### src/rtl/hbbd_pkg.sv
// ----------------------------------------------------------------------------
// hbbd_pkg
// shared types and constants of the hashed block buffer directory
// ----------------------------------------------------------------------------
package hbbd_pkg;

    localparam int OP_W         = 2;
    localparam int DEV_W        = 16;
    localparam int BLK_W        = 32;
    localparam int IDX_W        = 5;
    localparam int CNT_W        = 8;
    localparam int ST_W         = 2;
    localparam int HASH_DIGIT_W = 2;
    localparam int HASH_STEPS   = BLK_W / HASH_DIGIT_W;

    localparam logic [OP_W-1:0] OP_GET     = 2'd0;
    localparam logic [OP_W-1:0] OP_RELEASE = 2'd1;
    localparam logic [OP_W-1:0] OP_PIN     = 2'd2;
    localparam logic [OP_W-1:0] OP_UNPIN   = 2'd3;

    localparam logic [ST_W-1:0] STATUS_OK        = 2'd0;
    localparam logic [ST_W-1:0] STATUS_NO_FREE   = 2'd1;
    localparam logic [ST_W-1:0] STATUS_UNDERFLOW = 2'd2;
    localparam logic [ST_W-1:0] STATUS_OVERFLOW  = 2'd3;

    localparam logic [CNT_W-1:0] COUNT_MAX = '1;

    typedef enum logic [2:0]
    {
        ST_IDLE,
        ST_HASH,
        ST_SCAN,
        ST_PICK,
        ST_EXEC
    } state_t;

    typedef struct packed
    {
        logic load;
        logic hash_step;
        logic scan_step;
        logic pick;
        logic exec;
    } cmd_t;

    typedef struct packed
    {
        logic hash_done;
        logic scan_done;
    } stat_t;

endpackage

### src/rtl/hbbd_ctrl.sv
// ----------------------------------------------------------------------------
// hbbd_ctrl
// sequencer of the buffer directory: accept, hash, scan, pick, execute
// ----------------------------------------------------------------------------
module hbbd_ctrl
(
    input  logic                          clk,
    input  logic                          rst_n,
    input  logic                          in_valid,
    output logic                          in_stall,
    input  logic [hbbd_pkg::OP_W-1:0]     operation,
    output logic                          out_valid,
    input  logic                          out_stall,
    output hbbd_pkg::cmd_t                cmd,
    input  hbbd_pkg::stat_t               stat
);
    import hbbd_pkg::*;

    state_t state_reg;
    state_t state_next;
    logic   out_valid_reg;
    logic   out_valid_next;
    logic   out_free;

    assign out_free = !out_valid_reg || !out_stall;

    always_comb
    begin
        state_next = state_reg;
        case (state_reg)
            ST_IDLE:
            begin
                if (in_valid)
                begin
                    state_next = (operation == OP_GET) ? ST_HASH : ST_EXEC;
                end
            end
            ST_HASH:
            begin
                if (stat.hash_done)
                begin
                    state_next = ST_SCAN;
                end
            end
            ST_SCAN:
            begin
                if (stat.scan_done)
                begin
                    state_next = ST_PICK;
                end
            end
            ST_PICK:
            begin
                state_next = ST_EXEC;
            end
            ST_EXEC:
            begin
                if (out_free)
                begin
                    state_next = ST_IDLE;
                end
            end
            default:
            begin
                state_next = ST_IDLE;
            end
        endcase
    end

    always_comb
    begin
        cmd      = '0;
        in_stall = 1'b1;
        case (state_reg)
            ST_IDLE:
            begin
                in_stall = 1'b0;
                cmd.load = in_valid;
            end
            ST_HASH:
            begin
                cmd.hash_step = 1'b1;
            end
            ST_SCAN:
            begin
                cmd.scan_step = 1'b1;
            end
            ST_PICK:
            begin
                cmd.pick = 1'b1;
            end
            ST_EXEC:
            begin
                cmd.exec = out_free;
            end
            default:
            begin
                cmd = '0;
            end
        endcase
    end

    assign out_valid_next = cmd.exec || (out_valid_reg && out_stall);
    assign out_valid      = out_valid_reg;

    always_ff @(posedge clk or negedge rst_n)
    begin
        if (!rst_n)
        begin
            state_reg     <= ST_IDLE;
            out_valid_reg <= 1'b0;
        end
        else
        begin
            state_reg     <= state_next;
            out_valid_reg <= out_valid_next;
        end
    end

endmodule

### src/rtl/hbbd_datapath.sv
// ----------------------------------------------------------------------------
// hbbd_datapath
// entry store, serial bucket hash, lookup scan and entry update
// ----------------------------------------------------------------------------
module hbbd_datapath
#(
    parameter int NUM_BUFFERS = 32,
    parameter int NUM_BUCKETS = 13
)
(
    input  logic                           clk,
    input  logic                           rst_n,
    input  hbbd_pkg::cmd_t                 cmd,
    output hbbd_pkg::stat_t                stat,
    input  logic [hbbd_pkg::OP_W-1:0]      operation,
    input  logic [hbbd_pkg::DEV_W-1:0]     device_id,
    input  logic [hbbd_pkg::BLK_W-1:0]     block_number,
    input  logic [hbbd_pkg::IDX_W-1:0]     buffer_index,
    output logic [hbbd_pkg::IDX_W-1:0]     granted_index,
    output logic                           was_hit,
    output logic                           needs_disk_read,
    output logic [hbbd_pkg::ST_W-1:0]      status,
    output logic [hbbd_pkg::CNT_W-1:0]     count_after
);
    import hbbd_pkg::*;

    localparam int IW = $clog2(NUM_BUFFERS);
    localparam int XW = (IW > IDX_W) ? IW : IDX_W;
    localparam int BW = $clog2(NUM_BUCKETS + 1);
    localparam int HW = $clog2(HASH_STEPS);
    localparam int CW = (IW > HW) ? IW : HW;
    localparam int TW = BW + HASH_DIGIT_W;
    localparam logic [TW-1:0] M1 = TW'(NUM_BUCKETS);
    localparam logic [TW-1:0] M2 = TW'(2 * NUM_BUCKETS);
    localparam logic [TW-1:0] M3 = TW'(3 * NUM_BUCKETS);
    localparam logic [IW-1:0] LAST_RANK = IW'(NUM_BUFFERS - 1);

    // entry store
    logic [DEV_W-1:0] tag_dev_reg [NUM_BUFFERS];
    logic [BLK_W-1:0] tag_blk_reg [NUM_BUFFERS];
    logic             valid_reg   [NUM_BUFFERS];
    logic [CNT_W-1:0] count_reg   [NUM_BUFFERS];
    logic [BW-1:0]    bucket_reg  [NUM_BUFFERS];
    logic [IW-1:0]    rank_reg    [NUM_BUFFERS];

    // request
    logic [OP_W-1:0]  op_reg,       op_next;
    logic [DEV_W-1:0] dev_reg,      dev_next;
    logic [BLK_W-1:0] blk_reg,      blk_next;
    logic [IDX_W-1:0] idx_reg,      idx_next;
    logic             in_range_reg, in_range_next;
    logic [IW-1:0]    ptr_reg,      ptr_next;
    logic [BLK_W-1:0] x_reg,        x_next;
    logic [BW-1:0]    h_reg,        h_next;
    logic [CW-1:0]    cnt_reg,      cnt_next;

    // scan results
    logic             found_v_reg,  found_v_next;
    logic [IW-1:0]    found_reg,    found_next;
    logic             own_v_reg,    own_v_next;
    logic [IW-1:0]    own_reg,      own_next;
    logic [IW-1:0]    own_rank_reg, own_rank_next;
    logic             oth_v_reg,    oth_v_next;
    logic [IW-1:0]    oth_reg,      oth_next;
    logic [BW-1:0]    oth_bkt_reg,  oth_bkt_next;
    logic [IW-1:0]    oth_rank_reg, oth_rank_next;

    // result
    logic [IDX_W-1:0] granted_reg,  granted_next;
    logic             hit_reg,      hit_next;
    logic             rd_reg,       rd_next;
    logic [ST_W-1:0]  st_reg,       st_next;
    logic [CNT_W-1:0] cnt_out_reg,  cnt_out_next;

    logic [XW-1:0]           idx_x;
    logic [HASH_DIGIT_W-1:0] digit;
    logic [TW-1:0]           t;
    logic [BW-1:0]           h_step;
    logic [IW-1:0]           scan_idx;
    logic [IW-1:0]           addr;
    logic [DEV_W-1:0]        rd_dev;
    logic [BLK_W-1:0]        rd_blk;
    logic                    rd_valid;
    logic [CNT_W-1:0]        rd_count;
    logic [BW-1:0]           rd_bucket;
    logic [IW-1:0]           rd_rank;
    logic                    same_bkt;
    logic                    is_free;
    logic [IDX_W-1:0]        ptr5;

    logic                    wr_en;
    logic                    tag_we;
    logic                    mru_en;
    logic                    wr_valid;
    logic [CNT_W-1:0]        wr_count;
    logic [BW-1:0]           wr_bucket;
    logic [IDX_W-1:0]        res_granted;
    logic                    res_hit;
    logic                    res_rd;
    logic [ST_W-1:0]         res_st;
    logic [CNT_W-1:0]        res_cnt;

    assign idx_x    = XW'(buffer_index);
    assign scan_idx = cnt_reg[IW-1:0];
    assign addr     = cmd.scan_step ? scan_idx : ptr_reg;
    assign ptr5     = IDX_W'(XW'(ptr_reg));

    assign rd_dev    = tag_dev_reg[addr];
    assign rd_blk    = tag_blk_reg[addr];
    assign rd_valid  = valid_reg[addr];
    assign rd_count  = count_reg[addr];
    assign rd_bucket = bucket_reg[addr];
    assign rd_rank   = rank_reg[addr];

    assign same_bkt = (rd_bucket == h_reg);
    assign is_free  = (rd_count == '0);

    assign stat.hash_done = (cnt_reg == CW'(HASH_STEPS - 1));
    assign stat.scan_done = (cnt_reg == CW'(NUM_BUFFERS - 1));

    // two hash bits per step, remainder kept below the bucket count
    assign digit = x_reg[BLK_W-1 -: HASH_DIGIT_W];
    assign t     = {h_reg, digit};

    always_comb
    begin
        if (t >= M3)
        begin
            h_step = BW'(t - M3);
        end
        else if (t >= M2)
        begin
            h_step = BW'(t - M2);
        end
        else if (t >= M1)
        begin
            h_step = BW'(t - M1);
        end
        else
        begin
            h_step = BW'(t);
        end
    end

    always_comb
    begin
        op_next       = op_reg;
        dev_next      = dev_reg;
        blk_next      = blk_reg;
        idx_next      = idx_reg;
        in_range_next = in_range_reg;
        ptr_next      = ptr_reg;
        x_next        = x_reg;
        h_next        = h_reg;
        cnt_next      = cnt_reg;
        found_v_next  = found_v_reg;
        found_next    = found_reg;
        own_v_next    = own_v_reg;
        own_next      = own_reg;
        own_rank_next = own_rank_reg;
        oth_v_next    = oth_v_reg;
        oth_next      = oth_reg;
        oth_bkt_next  = oth_bkt_reg;
        oth_rank_next = oth_rank_reg;
        if (cmd.load)
        begin
            op_next       = operation;
            dev_next      = device_id;
            blk_next      = block_number;
            idx_next      = buffer_index;
            in_range_next = ((XW + 1)'(buffer_index) < (XW + 1)'(NUM_BUFFERS));
            ptr_next      = idx_x[IW-1:0];
            x_next        = BLK_W'(device_id) ^ block_number;
            h_next        = '0;
            cnt_next      = '0;
            found_v_next  = 1'b0;
            own_v_next    = 1'b0;
            oth_v_next    = 1'b0;
        end
        else if (cmd.hash_step)
        begin
            x_next   = x_reg << HASH_DIGIT_W;
            h_next   = h_step;
            cnt_next = stat.hash_done ? '0 : cnt_reg + 1'b1;
        end
        else if (cmd.scan_step)
        begin
            cnt_next = cnt_reg + 1'b1;
            if (same_bkt && rd_valid && rd_dev == dev_reg && rd_blk == blk_reg
                && !found_v_reg)
            begin
                found_v_next = 1'b1;
                found_next   = scan_idx;
            end
            if (is_free && same_bkt && (!own_v_reg || rd_rank < own_rank_reg))
            begin
                own_v_next    = 1'b1;
                own_next      = scan_idx;
                own_rank_next = rd_rank;
            end
            // lowest other bucket first, then least recent within it
            if (is_free && !same_bkt && (!oth_v_reg || rd_bucket < oth_bkt_reg
                || (rd_bucket == oth_bkt_reg && rd_rank < oth_rank_reg)))
            begin
                oth_v_next    = 1'b1;
                oth_next      = scan_idx;
                oth_bkt_next  = rd_bucket;
                oth_rank_next = rd_rank;
            end
        end
        else if (cmd.pick)
        begin
            if (found_v_reg)
            begin
                ptr_next = found_reg;
            end
            else if (own_v_reg)
            begin
                ptr_next = own_reg;
            end
            else
            begin
                ptr_next = oth_reg;
            end
        end
    end

    always_comb
    begin
        wr_en       = 1'b0;
        tag_we      = 1'b0;
        mru_en      = 1'b0;
        wr_valid    = rd_valid;
        wr_count    = rd_count;
        wr_bucket   = rd_bucket;
        res_granted = idx_reg;
        res_hit     = 1'b0;
        res_rd      = 1'b0;
        res_st      = STATUS_OK;
        res_cnt     = '0;
        if (op_reg == OP_GET)
        begin
            if (found_v_reg)
            begin
                res_granted = ptr5;
                res_hit     = 1'b1;
                if (rd_count == COUNT_MAX)
                begin
                    res_st  = STATUS_OVERFLOW;
                    res_cnt = COUNT_MAX;
                end
                else
                begin
                    wr_en    = 1'b1;
                    wr_count = rd_count + 1'b1;
                    wr_valid = 1'b1;
                    res_rd   = !rd_valid;
                    res_cnt  = wr_count;
                end
            end
            else if (own_v_reg || oth_v_reg)
            begin
                wr_en       = 1'b1;
                tag_we      = 1'b1;
                wr_count    = CNT_W'(1);
                wr_valid    = 1'b1;
                wr_bucket   = h_reg;
                mru_en      = !own_v_reg;
                res_granted = ptr5;
                res_rd      = 1'b1;
                res_cnt     = CNT_W'(1);
            end
            else
            begin
                res_granted = '0;
                res_st      = STATUS_NO_FREE;
            end
        end
        else if (in_range_reg)
        begin
            if (op_reg == OP_PIN)
            begin
                if (rd_count == COUNT_MAX)
                begin
                    res_st = STATUS_OVERFLOW;
                end
                else
                begin
                    wr_en    = 1'b1;
                    wr_count = rd_count + 1'b1;
                end
            end
            else
            begin
                if (rd_count == '0)
                begin
                    res_st = STATUS_UNDERFLOW;
                end
                else
                begin
                    wr_en    = 1'b1;
                    wr_count = rd_count - 1'b1;
                    mru_en   = (op_reg == OP_RELEASE) && (rd_count == CNT_W'(1));
                end
            end
            res_cnt = wr_en ? wr_count : rd_count;
        end
        wr_en  = wr_en && cmd.exec;
        tag_we = tag_we && cmd.exec;
        mru_en = mru_en && cmd.exec;
    end

    assign granted_next = cmd.exec ? res_granted : granted_reg;
    assign hit_next     = cmd.exec ? res_hit     : hit_reg;
    assign rd_next      = cmd.exec ? res_rd      : rd_reg;
    assign st_next      = cmd.exec ? res_st      : st_reg;
    assign cnt_out_next = cmd.exec ? res_cnt     : cnt_out_reg;

    always_ff @(posedge clk)
    begin
        op_reg       <= op_next;
        dev_reg      <= dev_next;
        blk_reg      <= blk_next;
        idx_reg      <= idx_next;
        ptr_reg      <= ptr_next;
        x_reg        <= x_next;
        h_reg        <= h_next;
        found_reg    <= found_next;
        own_reg      <= own_next;
        own_rank_reg <= own_rank_next;
        oth_reg      <= oth_next;
        oth_bkt_reg  <= oth_bkt_next;
        oth_rank_reg <= oth_rank_next;
        granted_reg  <= granted_next;
        hit_reg      <= hit_next;
        rd_reg       <= rd_next;
        st_reg       <= st_next;
        cnt_out_reg  <= cnt_out_next;
    end

    always_ff @(posedge clk or negedge rst_n)
    begin
        if (!rst_n)
        begin
            in_range_reg <= 1'b0;
            cnt_reg      <= '0;
            found_v_reg  <= 1'b0;
            own_v_reg    <= 1'b0;
            oth_v_reg    <= 1'b0;
        end
        else
        begin
            in_range_reg <= in_range_next;
            cnt_reg      <= cnt_next;
            found_v_reg  <= found_v_next;
            own_v_reg    <= own_v_next;
            oth_v_reg    <= oth_v_next;
        end
    end

    // tags are only matched behind the valid bit
    always_ff @(posedge clk)
    begin
        for (int i = 0; i < NUM_BUFFERS; i++)
        begin
            if (tag_we && ptr_reg == IW'(i))
            begin
                tag_dev_reg[i] <= dev_reg;
                tag_blk_reg[i] <= blk_reg;
            end
        end
    end

    always_ff @(posedge clk or negedge rst_n)
    begin
        if (!rst_n)
        begin
            for (int i = 0; i < NUM_BUFFERS; i++)
            begin
                valid_reg[i]  <= 1'b0;
                count_reg[i]  <= '0;
                bucket_reg[i] <= BW'(i % NUM_BUCKETS);
                rank_reg[i]   <= IW'(i);
            end
        end
        else
        begin
            for (int i = 0; i < NUM_BUFFERS; i++)
            begin
                if (wr_en && ptr_reg == IW'(i))
                begin
                    valid_reg[i]  <= wr_valid;
                    count_reg[i]  <= wr_count;
                    bucket_reg[i] <= wr_bucket;
                end
                // move to most recent, close the gap above the old rank
                if (mru_en)
                begin
                    if (ptr_reg == IW'(i))
                    begin
                        rank_reg[i] <= LAST_RANK;
                    end
                    else if (rank_reg[i] > rd_rank)
                    begin
                        rank_reg[i] <= rank_reg[i] - 1'b1;
                    end
                end
            end
        end
    end

    assign granted_index   = granted_reg;
    assign was_hit         = hit_reg;
    assign needs_disk_read = rd_reg;
    assign status          = st_reg;
    assign count_after     = cnt_out_reg;

endmodule

### src/rtl/hashed_block_buffer_directory.sv
// ----------------------------------------------------------------------------
// hashed_block_buffer_directory
// directory of a hashed disk block buffer cache with least recent reuse
// ----------------------------------------------------------------------------
// One request is handled at a time. A get reduces (device xor block) mod
// NUM_BUCKETS two bits at a time, then scans the directory at one entry per
// cycle, then takes a pick step and an update step. Release, pin and unpin skip
// the hash, scan and pick and go straight to the update.
// A finished result sits in the output register while the next request is
// taken; the update waits only when that register is still stalled.
// ----------------------------------------------------------------------------
module hashed_block_buffer_directory
#(
    parameter int NUM_BUFFERS = 32,
    parameter int NUM_BUCKETS = 13
)
(
    input  logic                           clk,
    input  logic                           rst_n,
    input  logic                           in_valid,
    output logic                           in_stall,
    input  logic [hbbd_pkg::OP_W-1:0]      operation,
    input  logic [hbbd_pkg::DEV_W-1:0]     device_id,
    input  logic [hbbd_pkg::BLK_W-1:0]     block_number,
    input  logic [hbbd_pkg::IDX_W-1:0]     buffer_index,
    output logic                           out_valid,
    input  logic                           out_stall,
    output logic [hbbd_pkg::IDX_W-1:0]     granted_index,
    output logic                           was_hit,
    output logic                           needs_disk_read,
    output logic [hbbd_pkg::ST_W-1:0]      status,
    output logic [hbbd_pkg::CNT_W-1:0]     count_after
);
    import hbbd_pkg::*;

    cmd_t  cmd;
    stat_t stat;

    hbbd_ctrl u_ctrl
    (
        .clk       (clk),
        .rst_n     (rst_n),
        .in_valid  (in_valid),
        .in_stall  (in_stall),
        .operation (operation),
        .out_valid (out_valid),
        .out_stall (out_stall),
        .cmd       (cmd),
        .stat      (stat)
    );

    hbbd_datapath
    #(
        .NUM_BUFFERS (NUM_BUFFERS),
        .NUM_BUCKETS (NUM_BUCKETS)
    )
    u_datapath
    (
        .clk             (clk),
        .rst_n           (rst_n),
        .cmd             (cmd),
        .stat            (stat),
        .operation       (operation),
        .device_id       (device_id),
        .block_number    (block_number),
        .buffer_index    (buffer_index),
        .granted_index   (granted_index),
        .was_hit         (was_hit),
        .needs_disk_read (needs_disk_read),
        .status          (status),
        .count_after     (count_after)
    );

endmodule

### config.mk
export PLATFORM = sky130hd
export DESIGN_NAME = hashed_block_buffer_directory
export DESIGN_NICKNAME = d
export VERILOG_FILES = /design/src/rtl/hbbd_pkg.sv /design/src/rtl/hbbd_ctrl.sv /design/src/rtl/hbbd_datapath.sv /design/src/rtl/hashed_block_buffer_directory.sv
export SDC_FILE = /design/constraint.sdc
export NUM_CORES = 2
export LEC_CHECK = 0
export BUFFER_PORTS_ARGS = -buffer_cell sky130_fd_sc_hd__buf_2
export CORE_MARGIN = 2
export CORE_UTILIZATION = 43
export CTS_CLUSTER_DIAMETER = 40
export DETAILED_ROUTE_END_ITERATION = 12
export PLACE_DENSITY = 0.58
export REMOVE_ABC_BUFFERS = 1
export SYNTH_ARGS = -nofsm -noshare
export SYNTH_HDL_FRONTEND = slang
export SYNTH_SLANG_ARGS = --single-unit
### constraint.sdc
create_clock -name clk -period 5.6 [get_ports clk]
set_input_delay 0.56 -clock clk [delete_from_list [all_inputs] [get_ports clk]]
set_output_delay 0.56 -clock clk [all_outputs]
set_load 0.03 [all_outputs]
==> impl_metrics.yaml <==
outcome:
  status: "complete, but fails checks"
  failed_checks: "design-rule violations, negative setup slack"
power:
  power_density_nw_per_um2: 498.2
  seq_power_share: 0.349
  pwr-share-comb: 0.279
  sw_frac_of_total: 0.3401
  p_sw_w: 0.02083
  ir_drop_v: 0.0003972
  p_int_w: 0.04042
  clock_power_share: 0.373
  power_leakage_nw: 47.38
logic_synthesis:
  synth_seq_cells: 2267
  synthAdderAreaFrac: 0.02639
  synth_compound_area_frac: 0.09456
  synth_top_flop_cell: "edfxtp_1"
  syn_avg_cell_area_um2: 12.67
  yosysSeqAreaShare: 0.6343
  synthMuxAreaShare: 0.09710
  async_flop_share: 0.2598
  synthXorXnorAreaFrac: 0.005960
  synth_top_family_by_area: "simple AND/OR/NAND/NOR gates"
  yosysUniqueCellTypes: 95
  synthesis.instances: 8122
  ys_warn_count: 0
  syn_area_um2: 102900
  synth-simple-area-share: 0.1118
  synth_edf_count: 1674
floorplanning:
  coreArea_um2: 237900
  die_h_um: 493.1
  rows: 179
  io_pins: 78
  die_w_um: 493.1
  die_area_um2: 243200
  start_util: 0.4325
sta:
  fmax_mhz: 177.1
  tightest_slew_ps: 1322
  slew_viol_final: 0
  layout_setup_ws_ps: -45.51
  fin_crit_sh: 1.008
  setup_viol: 5
  fin_skew_ps: 105.1
  max_slew_margin: 0.1188
  rsz0062_at_grt: "no"
  hold_viol_final: 0
  min_period_ps: 5646
placed_design:
  port_buffers: 77
  gp_congestion: 0.9053
  dp_slack_ps: -300.8
  dp_hpwl_mm: 203.9
  place_area_um2: 109700
global_routing:
  grt_overflow: 0
  grt_start_max_net_pins: 119
  grt_pass1_wl_mm: 495.5
  grt_pass1_vias: 70830
  grt_use_total: 0.2769
  antenna_found_initial: 10
clock_network:
  cts.sinks: 2267
  root_buffer: "clkbuf_16"
  clkLatencyLatePin_ps: 990
  cts_buffers: 365
  cts_tree: "done"
  clk_pin_slew_ps: 60
  htree_levels: 5
  clockBufferDepth: 4
final_layout:
  area_growth_syn_to_layout_pct: 19.51
  design_area_um2: 122900
  final_core_util: 0.5169
  drive_above_1_share: 0.1810
  num-fill-cells: 20140
  mostFrequentLayoutCell: "edfxtp_1"
  fin_nets: 8805
  final_cell_mix: "edfxtp_1 (1674), nand2_1 (1478), mux2i_1 (489), nand3_1 (461), dfrtp_1 (457)"
  largest_reg_flops: 1024
hold_path:
  whs_path_depth: 3
  min_path_type: "in2reg"
  worstHoldStart: "in_valid"
  min_to: "u_datapath.in_range_reg"
critical_path:
  slowest_delay_ps: 970
  r2r_slack_ps: -50
  r2r_end: "u_datapath.found_reg[2]"
  setup.worst_path.class: "reg2reg"
  cp_max_fo: 65
  worstPathArrival_ps: 6310
  cp_cell_sequence: "a21o_4 -> buf_12 -> buf_12 -> nor2_1 -> buf_4 -> nand3_1 -> nand4_1 -> nand4_1 -> buf_4 -> nand4_1 -> or3_1 -> or3_1 -> nor4_2 -> buf_4"
  reg2regPathDepth: 14
  startpoint_type: "flop"
  slowest_stage: "edfxtp_1"
  required_ps: 6260
  r2r_start: "u_datapath.ptr5[0]"
  worstSetupEndpointType: "flop"
drt:
  drc: 10
  wirelength_mm: 344.0
  wl_per_cell_um: 28.70
  via_per_inst: 6.103
  drtIter0Drc: 8037
  ant_nets: 0
  vias: 73160
  first_pass_iters: 10
job:
  maxCapViolCount: 0
-- cells in the mapped netlist, drive strengths merged (57+ instances only) --
cell    instances  area share
a211oi        154       0.011
a21oi         256       0.014
a31oi         207       0.013
a32oi         129       0.011
a41oi          57      0.0049
and3           59      0.0036
buf           326       0.017
clkbuf        196      0.0072
dfrtp         458        0.11
dfstp         131       0.033
edfxtp       1674        0.49
ha            217       0.026
inv           164      0.0060
mux2          369       0.040
mux2i         498       0.049
nand2        1484       0.054
nand3         461       0.022
nand4          87      0.0054
nor2          192      0.0070
nor3          101      0.0050
o21ai         146      0.0072
-- critical path, delay by kind of cell (launching register included) --
kind,cells,cell delay (ps)
AND/OR/NAND/NOR,8,2430
buffers and inverters,5,1360
flip-flops,1,970
AO/OA/AOI/OAI,1,510
-- through the flow --
stage	TNS, ps	hold WS [ps]	cells	power [W]
6_report	-197.6	150.6	11990	0.06125
5_1_grt	0	101.9	11990	0.06345
4_1_cts	0	68.26	11980	0.06102
2_1_floorplan	-	264.4	7600	0.03219
3_3_place_gp	-1330	466.8	11260	0.03778
3_5_place_dp	-1504	473.3	11260	0.03816
-- power by group through the flow --
| stage | Clock, W | Sequential, W | Combinational (W) |
|---|---|---|---|
| after floorplan | 0 | 0.0217 | 0.0105 |
| after global placement | 0 | 0.0216 | 0.0162 |
| after detailed placement | 0 | 0.0216 | 0.0165 |
| after CTS | 0.0230 | 0.0213 | 0.0167 |
| after global routing | 0.0238 | 0.0215 | 0.0182 |
| final | 0.0228 | 0.0214 | 0.0171 |
-- layer usage --
layer,wire length (um),track usage,share of wire
met1,140100,0.3758,0.41
met2,159900,0.4397,0.46
met4,15980,0.1209,0.046
met5,20,0,0.000058
met3,28000,0.04556,0.081
-- timing repair --
action | in CTS | in global routing
hold buffers | 57 | 0
endpoints found under the setup margin | 7 | 312
gates cloned | 1 | 1
endpoints found under the hold margin | 140 | 0
resized for setup | 4 | 31
buffers inserted | 5 | 2
pin swaps | 3 | 2
-- cells by family after synthesis --
logic type	after synthesis
buffers and inverters	688
xor gates and xnor gates	70
adders and majority gates	217
muxes	904
AOI/OAI and AO/OA	1372
and+or+nand+nor	2604
DFF	2267
-- how the worst max path moves through the flow --
stage                        start                        to  cells after the start
2_1_floorplan  u_ctrl.state_reg[2]  u_datapath.rank_reg[101]                     13
3_3_place_gp   u_ctrl.state_reg[0]   u_datapath.found_reg[2]                     15
3_5_place_dp   u_ctrl.state_reg[0]   u_datapath.found_reg[4]                     15
4_1_cts        u_ctrl.state_reg[0]   u_datapath.found_reg[2]                     15
5_1_grt        u_ctrl.state_reg[0]  u_datapath.valid_reg[23]                     18
6_report        u_datapath.ptr5[0]   u_datapath.found_reg[2]                     14
-- layout make-up --
class                      count  area [um2]  share of cell area
antenna                        3       7.507          0.00006106
clock buffer                 402        9469             0.07702
clock inverter               254        2924             0.02378
inverter                     166       628.1            0.005109
multi-input combinational   5169       35290              0.2871
sequential                  2267       65250              0.5308
tap                         3167        3963             0.03223
timing repair buffer         560        5405             0.04397
No activity file was read; power rests on OpenSTA's default activity.
